--- src/rtl/u8sd_pkg.sv ---
`timescale 1ns / 1ps
// ----------------------------------------------------------------------------
// u8sd_pkg
// Types and constants shared by the UTF-8 stream decoder modules.
// ----------------------------------------------------------------------------
package u8sd_pkg;

    localparam int unsigned BYTE_W  = 8;
    localparam int unsigned POINT_W = 21;
    localparam int unsigned PEND_W  = 2;

    localparam int unsigned IN_TDATA_W  = 8;
    localparam int unsigned OUT_TDATA_W = 24;
    localparam int unsigned OUT_TUSER_W = 3;

    // lead byte classification
    localparam logic [BYTE_W-1:0] ASCII_MASK = 8'h80;
    localparam logic [BYTE_W-1:0] LEAD2_MASK = 8'hE0;
    localparam logic [BYTE_W-1:0] LEAD2_CODE = 8'hC0;
    localparam logic [BYTE_W-1:0] LEAD3_MASK = 8'hF0;
    localparam logic [BYTE_W-1:0] LEAD3_CODE = 8'hE0;
    localparam logic [BYTE_W-1:0] LEAD4_MASK = 8'hF8;
    localparam logic [BYTE_W-1:0] LEAD4_CODE = 8'hF0;

    // payload masks
    localparam logic [BYTE_W-1:0] LEAD2_PAYLOAD = 8'h1F;
    localparam logic [BYTE_W-1:0] LEAD3_PAYLOAD = 8'h0F;
    localparam logic [BYTE_W-1:0] LEAD4_PAYLOAD = 8'h07;
    localparam logic [BYTE_W-1:0] CONT_PAYLOAD  = 8'h3F;

    // continuation bytes still expected after each lead
    localparam logic [PEND_W-1:0] PEND_IDLE  = 2'd0;
    localparam logic [PEND_W-1:0] PEND_LEAD2 = 2'd1;
    localparam logic [PEND_W-1:0] PEND_LEAD3 = 2'd2;
    localparam logic [PEND_W-1:0] PEND_LEAD4 = 2'd3;

    typedef struct packed {
        logic [BYTE_W-1:0] data_byte;
        logic              final_byte;
    } t_item;

    typedef struct packed {
        logic [POINT_W-1:0] code_point;
        logic               point_valid;
        logic               lead_rejected;
        logic               sequence_cut;
        logic               end_marker;
    } t_result;

endpackage

--- src/rtl/u8sd_in_stage.sv ---
`timescale 1ns / 1ps
// ----------------------------------------------------------------------------
// u8sd_in_stage
// Input register: holds one accepted byte until the decode stage takes it.
// ----------------------------------------------------------------------------
module u8sd_in_stage (
    input  logic            i_clk,
    input  logic            i_rst_n,
    input  logic            i_valid,
    output logic            o_ready,
    input  u8sd_pkg::t_item i_item,
    output logic            o_valid,
    input  logic            i_take,
    output u8sd_pkg::t_item o_item
);

    logic            r_valid;
    u8sd_pkg::t_item r_item;
    logic            n_valid;

    assign o_ready = !r_valid || i_take;
    assign o_valid = r_valid;
    assign o_item  = r_item;

    always_comb begin
        n_valid = r_valid;
        if (o_ready) begin
            n_valid = i_valid;
        end
    end

    always_ff @(posedge i_clk) begin
        if (!i_rst_n) begin
            r_valid <= 1'b0;
        end else begin
            r_valid <= n_valid;
        end
    end

    always_ff @(posedge i_clk) begin
        if (o_ready && i_valid) begin
            r_item <= i_item;
        end
    end

endmodule

--- src/rtl/u8sd_decode.sv ---
`timescale 1ns / 1ps
// ----------------------------------------------------------------------------
// u8sd_decode
// Decode logic and sequence state: pending count and code point accumulator.
// ----------------------------------------------------------------------------
module u8sd_decode (
    input  logic              i_clk,
    input  logic              i_rst_n,
    input  logic              i_fire,
    input  u8sd_pkg::t_item   i_item,
    output u8sd_pkg::t_result o_result
);

    logic [u8sd_pkg::PEND_W-1:0]  r_pending;
    logic [u8sd_pkg::POINT_W-1:0] r_accum;
    logic [u8sd_pkg::PEND_W-1:0]  n_pending;
    logic [u8sd_pkg::POINT_W-1:0] n_accum;
    logic [u8sd_pkg::BYTE_W-1:0]  w_byte;
    logic [u8sd_pkg::BYTE_W-1:0]  w_cont;
    logic [u8sd_pkg::POINT_W-1:0] w_shift;

    assign w_byte  = i_item.data_byte;
    assign w_cont  = w_byte & u8sd_pkg::CONT_PAYLOAD;
    assign w_shift = {r_accum[u8sd_pkg::POINT_W-7:0], w_cont[5:0]};

    always_comb begin
        n_pending = r_pending;
        n_accum   = r_accum;
        o_result  = '0;
        o_result.end_marker = i_item.final_byte;
        if (r_pending == u8sd_pkg::PEND_IDLE) begin
            if ((w_byte & u8sd_pkg::ASCII_MASK) == '0) begin
                o_result.code_point  = u8sd_pkg::POINT_W'(w_byte);
                o_result.point_valid = 1'b1;
            end else if ((w_byte & u8sd_pkg::LEAD2_MASK) == u8sd_pkg::LEAD2_CODE) begin
                n_accum   = u8sd_pkg::POINT_W'(w_byte & u8sd_pkg::LEAD2_PAYLOAD);
                n_pending = u8sd_pkg::PEND_LEAD2;
            end else if ((w_byte & u8sd_pkg::LEAD3_MASK) == u8sd_pkg::LEAD3_CODE) begin
                n_accum   = u8sd_pkg::POINT_W'(w_byte & u8sd_pkg::LEAD3_PAYLOAD);
                n_pending = u8sd_pkg::PEND_LEAD3;
            end else if ((w_byte & u8sd_pkg::LEAD4_MASK) == u8sd_pkg::LEAD4_CODE) begin
                n_accum   = u8sd_pkg::POINT_W'(w_byte & u8sd_pkg::LEAD4_PAYLOAD);
                n_pending = u8sd_pkg::PEND_LEAD4;
            end else begin
                o_result.lead_rejected = 1'b1;
            end
        end else begin
            n_pending = r_pending - 1'b1;
            n_accum   = w_shift;
            if (n_pending == u8sd_pkg::PEND_IDLE) begin
                o_result.code_point  = w_shift;
                o_result.point_valid = 1'b1;
                n_accum              = '0;
            end
        end
        if (i_item.final_byte) begin
            o_result.sequence_cut = (n_pending != u8sd_pkg::PEND_IDLE);
            n_pending             = u8sd_pkg::PEND_IDLE;
            n_accum               = '0;
        end
    end

    always_ff @(posedge i_clk) begin
        if (!i_rst_n) begin
            r_pending <= u8sd_pkg::PEND_IDLE;
            r_accum   <= '0;
        end else if (i_fire) begin
            r_pending <= n_pending;
            r_accum   <= n_accum;
        end
    end

    a_last_clears: assert property (@(posedge i_clk) disable iff (!i_rst_n)
        i_fire && i_item.final_byte |=> r_pending == u8sd_pkg::PEND_IDLE && r_accum == '0)
        else $error("state not cleared after end of string");

    a_hold_when_idle: assert property (@(posedge i_clk) disable iff (!i_rst_n)
        !i_fire |=> $stable(r_pending) && $stable(r_accum))
        else $error("decode state changed without a transaction");

    a_emit_ends_seq: assert property (@(posedge i_clk) disable iff (!i_rst_n)
        i_fire && o_result.point_valid && r_pending != u8sd_pkg::PEND_IDLE
        |=> r_pending == u8sd_pkg::PEND_IDLE)
        else $error("sequence still pending after code point emitted");

    a_flags_exclusive: assert property (@(posedge i_clk) disable iff (!i_rst_n)
        i_fire |-> $countones({o_result.point_valid, o_result.lead_rejected,
                               o_result.sequence_cut}) <= 1)
        else $error("more than one result flag set");

endmodule

--- src/rtl/u8sd_out_stage.sv ---
`timescale 1ns / 1ps
// ----------------------------------------------------------------------------
// u8sd_out_stage
// Result register: holds one decoded result until the downstream takes it.
// ----------------------------------------------------------------------------
module u8sd_out_stage (
    input  logic              i_clk,
    input  logic              i_rst_n,
    input  logic              i_load,
    input  u8sd_pkg::t_result i_result,
    output logic              o_free,
    output logic              o_valid,
    input  logic              i_ready,
    output u8sd_pkg::t_result o_result
);

    logic              r_valid;
    u8sd_pkg::t_result r_result;
    logic              n_valid;

    assign o_free   = !r_valid || i_ready;
    assign o_valid  = r_valid;
    assign o_result = r_result;

    always_comb begin
        n_valid = r_valid;
        if (o_free) begin
            n_valid = i_load;
        end
    end

    always_ff @(posedge i_clk) begin
        if (!i_rst_n) begin
            r_valid <= 1'b0;
        end else begin
            r_valid <= n_valid;
        end
    end

    always_ff @(posedge i_clk) begin
        if (i_load) begin
            r_result <= i_result;
        end
    end

endmodule

--- src/rtl/utf8_stream_decoder_unit.sv ---
`timescale 1ns / 1ps
// ----------------------------------------------------------------------------
// utf8_stream_decoder_unit
// UTF-8 byte stream to code point stream, one result per input byte.
// Path: input register, then decode logic, then result register.
// Throughput: 1 byte per cycle while m_axis_tready stays high; the decode
// between the input register and the result register is combinational.
// Reset: synchronous active low; clears the valid flags of both stages and the sequence state.
// ----------------------------------------------------------------------------
module utf8_stream_decoder_unit (
    input  logic                                i_clk,
    input  logic                                i_rst_n,
    input  logic                                s_axis_tvalid,
    output logic                                s_axis_tready,
    input  logic [u8sd_pkg::IN_TDATA_W-1:0]     s_axis_tdata,  // [7:0] data_byte
    input  logic                                s_axis_tlast,  // final_byte
    output logic                                m_axis_tvalid,
    input  logic                                m_axis_tready,
    output logic [u8sd_pkg::OUT_TDATA_W-1:0]    m_axis_tdata,  // [20:0] code_point, [23:21] 0
    output logic [u8sd_pkg::OUT_TUSER_W-1:0]    m_axis_tuser,  // [0] point_valid,
                                                               // [1] lead_rejected,
                                                               // [2] sequence_cut
    output logic                                m_axis_tlast   // end_marker
);

    u8sd_pkg::t_item   w_in_item;
    u8sd_pkg::t_item   w_stage_item;
    u8sd_pkg::t_result w_dec_result;
    u8sd_pkg::t_result w_out_result;
    logic              w_stage_valid;
    logic              w_out_free;
    logic              w_fire;

    assign w_in_item.data_byte  = s_axis_tdata[u8sd_pkg::BYTE_W-1:0];
    assign w_in_item.final_byte = s_axis_tlast;
    assign w_fire               = w_stage_valid && w_out_free;

    u8sd_in_stage u_in_stage (
        .i_clk   (i_clk),
        .i_rst_n (i_rst_n),
        .i_valid (s_axis_tvalid),
        .o_ready (s_axis_tready),
        .i_item  (w_in_item),
        .o_valid (w_stage_valid),
        .i_take  (w_fire),
        .o_item  (w_stage_item)
    );

    u8sd_decode u_decode (
        .i_clk    (i_clk),
        .i_rst_n  (i_rst_n),
        .i_fire   (w_fire),
        .i_item   (w_stage_item),
        .o_result (w_dec_result)
    );

    u8sd_out_stage u_out_stage (
        .i_clk    (i_clk),
        .i_rst_n  (i_rst_n),
        .i_load   (w_fire),
        .i_result (w_dec_result),
        .o_free   (w_out_free),
        .o_valid  (m_axis_tvalid),
        .i_ready  (m_axis_tready),
        .o_result (w_out_result)
    );

    assign m_axis_tdata = u8sd_pkg::OUT_TDATA_W'(w_out_result.code_point);
    assign m_axis_tuser = {w_out_result.sequence_cut, w_out_result.lead_rejected,
                           w_out_result.point_valid};
    assign m_axis_tlast = w_out_result.end_marker;

endmodule

--- config.mk ---
export PLATFORM = sky130hd
export DESIGN_NAME = utf8_stream_decoder_unit
export DESIGN_NICKNAME = d
export VERILOG_FILES = /design/src/rtl/u8sd_pkg.sv /design/src/rtl/u8sd_in_stage.sv /design/src/rtl/u8sd_decode.sv /design/src/rtl/u8sd_out_stage.sv /design/src/rtl/utf8_stream_decoder_unit.sv
export SDC_FILE = /design/constraint.sdc
export NUM_CORES = 1
export LEC_CHECK = 0
export ABC_CLOCK_PERIOD_IN_PS = 3900
export BUFFER_PORTS_ARGS = -buffer_cell sky130_fd_sc_hd__buf_2
export CAP_MARGIN = 20
export CORE_ASPECT_RATIO = 0.5
export CORE_MARGIN = 1
export CORE_UTILIZATION = 60
export CTS_BUF_LIST = sky130_fd_sc_hd__clkbuf_4 sky130_fd_sc_hd__clkbuf_8
export CTS_CLUSTER_DIAMETER = 150
export DETAILED_ROUTE_END_ITERATION = 16
export PLACE_DENSITY = 0.86
export SYNTH_ARGS = -nofsm -noshare
export SYNTH_HDL_FRONTEND = slang
export SYNTH_SLANG_ARGS = --single-unit
export TNS_END_PERCENT = 1
--- constraint.sdc ---
create_clock -name i_clk -period 3.9 [get_ports i_clk]
set_input_delay 0.39 -clock i_clk [delete_from_list [all_inputs] [get_ports i_clk]]
set_output_delay 0.39 -clock i_clk [all_outputs]
set_load 0.02 [all_outputs]
======== Word-level counts from Yosys, hierarchy flattened ========
Index checks and enable logic that the tools add are counted.
storage, ports and cells
  bits of input ports ..................... 13
  word-level logic and storage cells ...... 47
  output and inout bits ................... 30
  bits in registers ....................... 53
operators by class
  muxes and demuxes ....................... 17
  equal/unequal tests ..................... 5
  bitwise gates (word level) .............. 1
  add/sub/neg operators ................... 1
  reductions and logical operators ........ 12
operator list
  kind                 number
  $mux 15              7
  $mux 22              2
  $mux 2               6
  $mux 9               1
  $logic_not 8->1      1
  $eq 5x5->1 const B   1
  $ne 5x5->1 const B   1
  $eq 4x4->1 const B   1
  $logic_not 2->1      2
  $reduce_or 4->1      1
  $eq 3x3->1 const B   1
  $ne 3x3->1 const B   1
  $reduce_and 3->1     1
  $logic_and 1x1->1    2
  $logic_not 1->1      2
  $logic_or 1x1->1     2
  $reduce_bool 2->1    1
  $sub 2x1->2 const B  1
  $mux 1               1
  $not 1->1            1

======== Depth between registers and ports, before layout ========
  depth after elaboration ................. 7
  gate-level depth with buffers ........... 6
  mapped depth without buffers ............ 5

======== Cells and area by module ========
From an unflattened synthesis, not the netlist that was laid out.
unflattened totals
  cells, all modules ...................... 166
  area total of the unflattened synthesis .. 2169.6 um2
modules (own cells, without submodules)
  module                    cells an instance  area each (um2)  times used  seq. area each (um2)
  u8sd_decode               118                1009.7           1           340.3
  u8sd_out_stage            29                 799.5            1           770.7
  u8sd_in_stage             14                 327.8            1           290.3
  utf8_stream_decoder_unit  5                  32.5             1           0.0

======== Worst setup path after synthesis ========
No wires, ideal clock.
  path type ............................... input to register
  start point ............................. in m_axis_tready
  end point ............................... reg u_out_stage.r_result, in the netlist u_out_stage.o_result[0] (enable)
  path buffers ............................ 1
  setup time .............................. 0.399 ns
  stages .................................. 4
  setup slack ............................. 1.872 ns
  data required time ...................... 3.501 ns
  arrival ................................. 1.629 ns
  cell sequence ........................... nand2b_1 -> nand2_1 -> inv_1 -> clkbuf_1
on the way
  word-level cells in the longest chain between the ends .. 2
RTL lines
  element                 RTL line                        RTL
  start: declaration      utf8_stream_decoder_unit.sv:18  input logic m_axis_tready,
  $logic_or 1x1->1        u8sd_out_stage.sv:21            assign o_free = !r_valid || i_ready;
  $logic_and 1x1->1       utf8_stream_decoder_unit.sv:36  assign w_fire = w_stage_valid && w_out_free;
  net u_decode.i_fire     u8sd_decode.sv:9                input logic i_fire,
  end signal: assignment  u8sd_out_stage.sv:42            r_result <= i_result;
  end: declaration        u8sd_out_stage.sv:18            u8sd_pkg::t_result r_result;
The timed path passes the listed nets, and every way through them passes these cells.
A chain may end at the register's enable or synchronous reset.

======== Worst setup path after layout ========
  start point ............................. reg u_in_stage.r_item, in the netlist u_in_stage.o_item[0]
  end point ............................... reg u_decode.r_accum[1] (netlist bit)
on the way
  word-level cells in the longest chain between the ends .. 2
  elaborated cells on any way between the ends .. 4
  those cells by class .................... eq/ne (2); mux (1); reduce/logical (1)
RTL lines
  element                                                    RTL line             RTL
  start: declaration                                         u8sd_in_stage.sv:18  u8sd_pkg::t_item r_item;
  start signal: assignment                                   u8sd_in_stage.sv:42  r_item <= i_item;
  $ne 5x5->1 (no line) / $ne 3x3->1 (equally long branches)  -
  $reduce_and 3->1 (no line)                                 -
  end signal: assignment                                     u8sd_decode.sv:69    r_accum <= n_accum;
  end: declaration                                           u8sd_decode.sv:15    logic [u8sd_pkg::POINT_W-1:0] r_accum;
Parallel ways exist; a longest one is shown, timed or not.

==> results.md <==
* Yosys cell types at 34
* Critical Path End Type: register
* Setup TNS after final layout at 0 ns
* Initial DRC Count at 86
* Fillcell total at approximately 210
* Hold Vio Cnt, Final at 0
* Area Growth Syn to Fin at 15.08%
* Slew Viols, Final at 0
* Slew HR at roughly 46%
* Area of the multi-input gates at 639.4 µm²
* P_leak at 0.9195 nW
* Switch share at roughly a fifth
* Gr ovfl total at 0
* Max Fclk at between 500 and 600 MHz
* ANT nets after route at 0
* Tmin final at 1.791 ns
* Post-Place Cells at 250
* Asr flop ratio synth at 0%
* H-tree depth at 2
* Die area at 3782 µm²
* Post-Syn Instances at 172
* TritonCTS clock tree: built
* Syn. warnings at 0
* Setup Fix Bufs, Post-CTS at 0
* Sequential Power Share at 57.8%
* P_int at between 0.8 and 0.9 mW
* Crit path required time at 4.14 ns
* Slowest cell on the critical path: nor2b_1
* Hold WC Path Type: primary input to register
* Worst slew pin tran at approximately 0.80 ns
* Max-cap viol count at 0
* Register area share after synthesis at approximately two thirds
* Initial Util at 66.73%
* Crit path launch type: register
* Post-Syn Area at 2116 µm²
* Leading register cell type out of synthesis: edfxtp_1
* Clock share of power at 35.5%
* Reg clk slew, reported paths at 0.09 ns
* CP peak stage delay at 0.67 ns
* Rows at 14
* Clk_lat worst skew at 0.30 ns
* Total Routing Usage GR at between 20% and 30%
* Top cells by area, synth: edfxtp_1 (48%), dfxtp_1 (18%), and2_1 (6.2%)
* EDFF count, synth at 34
* DR WL/cell at 13.72 µm
* Clock Tree Root: clkbuf_8
* Layout cells sized above 1 at 27.14%
* Die height at roughly 44 µm
* First-pass GRT wire length at 5823 µm
* ANT cells at 0
* RSZ-0062 raised after global routing: false
* Synth Area per Inst at between 10 and 15 µm²
* Post-Layout Cell Count at 258
* Worst vdd ir at 0.0002748 V
* Vias in the first global route at approximately 1.2k
* WL final at 3539 µm
* Drt drc at 0
* CP max FO at 12
* Gate power share at 6.7%
* Final period utilization at 45.94%
* Setup Crit Path Kind: register to register
* NetSw at about 0.23 mW
* Die Wd at around 86 µm
* Status: finished, final reports clean
* Final Setup Violations at 0
* CTS Buf Count at 5
* Pwr Density at 446.3 nW/µm²
* Cell taking the most area after synthesis: edfxtp_1
* Final #Nets at 222
* Total I/O pin count at 43
* Largest net degree at the start of global routing at 37
* Via count at 1415
* Worst Path Buf+Inv at 0
* PortBufs at 39
* Synth top area share at 48.26%
* Sink Count at 53
* CTS Buffer Depth at 2
* Pre-Repair DR Iteration Count at 4
* Post-CTS sizing at 0
* Seq cells post-synth at 53
* Family with the most delay on the worst path: simple AND/OR/NAND/NOR gates
* Final Skew at 0.004654 ns
* Initial antenna violation count at 0
* Hold Buf Count CTS at 0
* Number of vias per cell at 5.484
* Gp weighted congestion at 0.7953
* Critical path data arrival time at 2.03 ns
* Core area at 3171 µm²
* Sequential cell area at 1401 µm²
* CP Cell Sequence: nor2b_1, nor3b_1, o2bb2ai_1
* DP HPWL at 2317 µm
## metrics by stage
step                power, mW  setup slack (ns)  instance area (µm²)  utilization (%)  hold slack (ns)
global placement       0.7097             1.873                 2315            73.01           0.4467
CTS                     1.089             2.143                 2435            76.80           0.2515
floorplan              0.6904             1.872                 2123                -           0.4349
finish                  1.087             2.109                 2435            76.80           0.2544
global route            1.119             1.948                 2435            76.80           0.2389
detailed placement     0.7127             1.872                 2315            73.01           0.4514
## cells by family (layout without fill, tap and decap cells)
group / after synthesis / in the layout / synth area share (%)
AND/OR/NAND/NOR: 72 / 72 / 19.10
flip-flops: 53 / 53 / 66.23
AO/OA/AOI/OAI: 31 / 31 / 10.59
buffers and inverters: 15 / 51 / 3.903
other: 1 / 3 / 0.1772
## worst paths after layout
kind | startpoint | endpoint | slack (ns) | cells past startpoint
worst max register to register | u_in_stage.o_item[0] | u_decode.r_accum[1] | 2.11 | 3
worst max-delay path | u_in_stage.o_item[0] | u_decode.r_accum[1] | 2.11 | 3
worst min-delay path | s_axis_tdata[0] | u_in_stage.o_item[1] | 0.25 | 1
worst min register to register | u_decode.r_accum[13] | u_decode.r_accum[13] | 0.47 | 2
## state kept, by name (all words and copies together) (netlist names)
| name | count |
|---|---|
| u_in_stage.o_item | 9 |
| u_decode.r_pending | 2 |
| u_out_stage.o_valid | 1 |
| u_decode.r_accum | 15 |
| u_out_stage.o_result | 25 |
| u_in_stage.o_valid | 1 |
## cells in the final DEF (no fill, tap or decap), drive strengths merged, types with 2 or more instances in the layout
master   netlist  final
nor2           3      3
dfxtp         19     19
inv            3      3
buf            6     40
o2111ai        2      2
a21boi         2      2
nor2b          5      5
a21oi          6      6
nor3b          2      2
or3            2      2
o21ai         13     13
nand2b         2      2
edfxtp        34     34
o2bb2ai        2      2
clkbuf         6      7
and2          22     22
nand4         11     11
nand2         20     20
conb           1      3
## Yosys cell counts (3+ instances only)
| master | number |
|---|---|
| nor2b_1 | 5 |
| nor2_1 | 3 |
| edfxtp_1 | 34 |
| a21oi_1 | 6 |
| nand2_1 | 20 |
| and2_1 | 21 |
| o21ai_0 | 5 |
| o21ai_2 | 8 |
| dfxtp_1 | 19 |
| clkbuf_1 | 6 |
| buf_4 | 3 |
| nand4_1 | 11 |
| inv_1 | 3 |
## power groups by stage
stage,clock (mW),combinational (mW),sequential (mW)
global route,0.410,0.0788,0.630
finish,0.386,0.0725,0.628
global placement,0,0.0700,0.640
detailed placement,0,0.0722,0.641
floorplan,0,0.0373,0.653
CTS,0.389,0.0725,0.628
## metal layers
layer	GRT usage, %	wire length (µm)	up-vias
li1	-	-	688
met1	28.81	1647	653
met2	31.90	1605	69
met3	6.476	249	5
met4	7.667	37	0
met5	0	0	-
## layout make-up
type	instances	area share [%]
Sequential cell	53	57.55
Multi-Input combinational cell	106	26.26
Timing Repair Buffer	40	8.325
Clock buffer	7	3.700
Tap cell	48	2.467
Clock inverter	1	1.233
Inverter	3	0.4625
No activity file was read; power rests on OpenSTA's default activity.
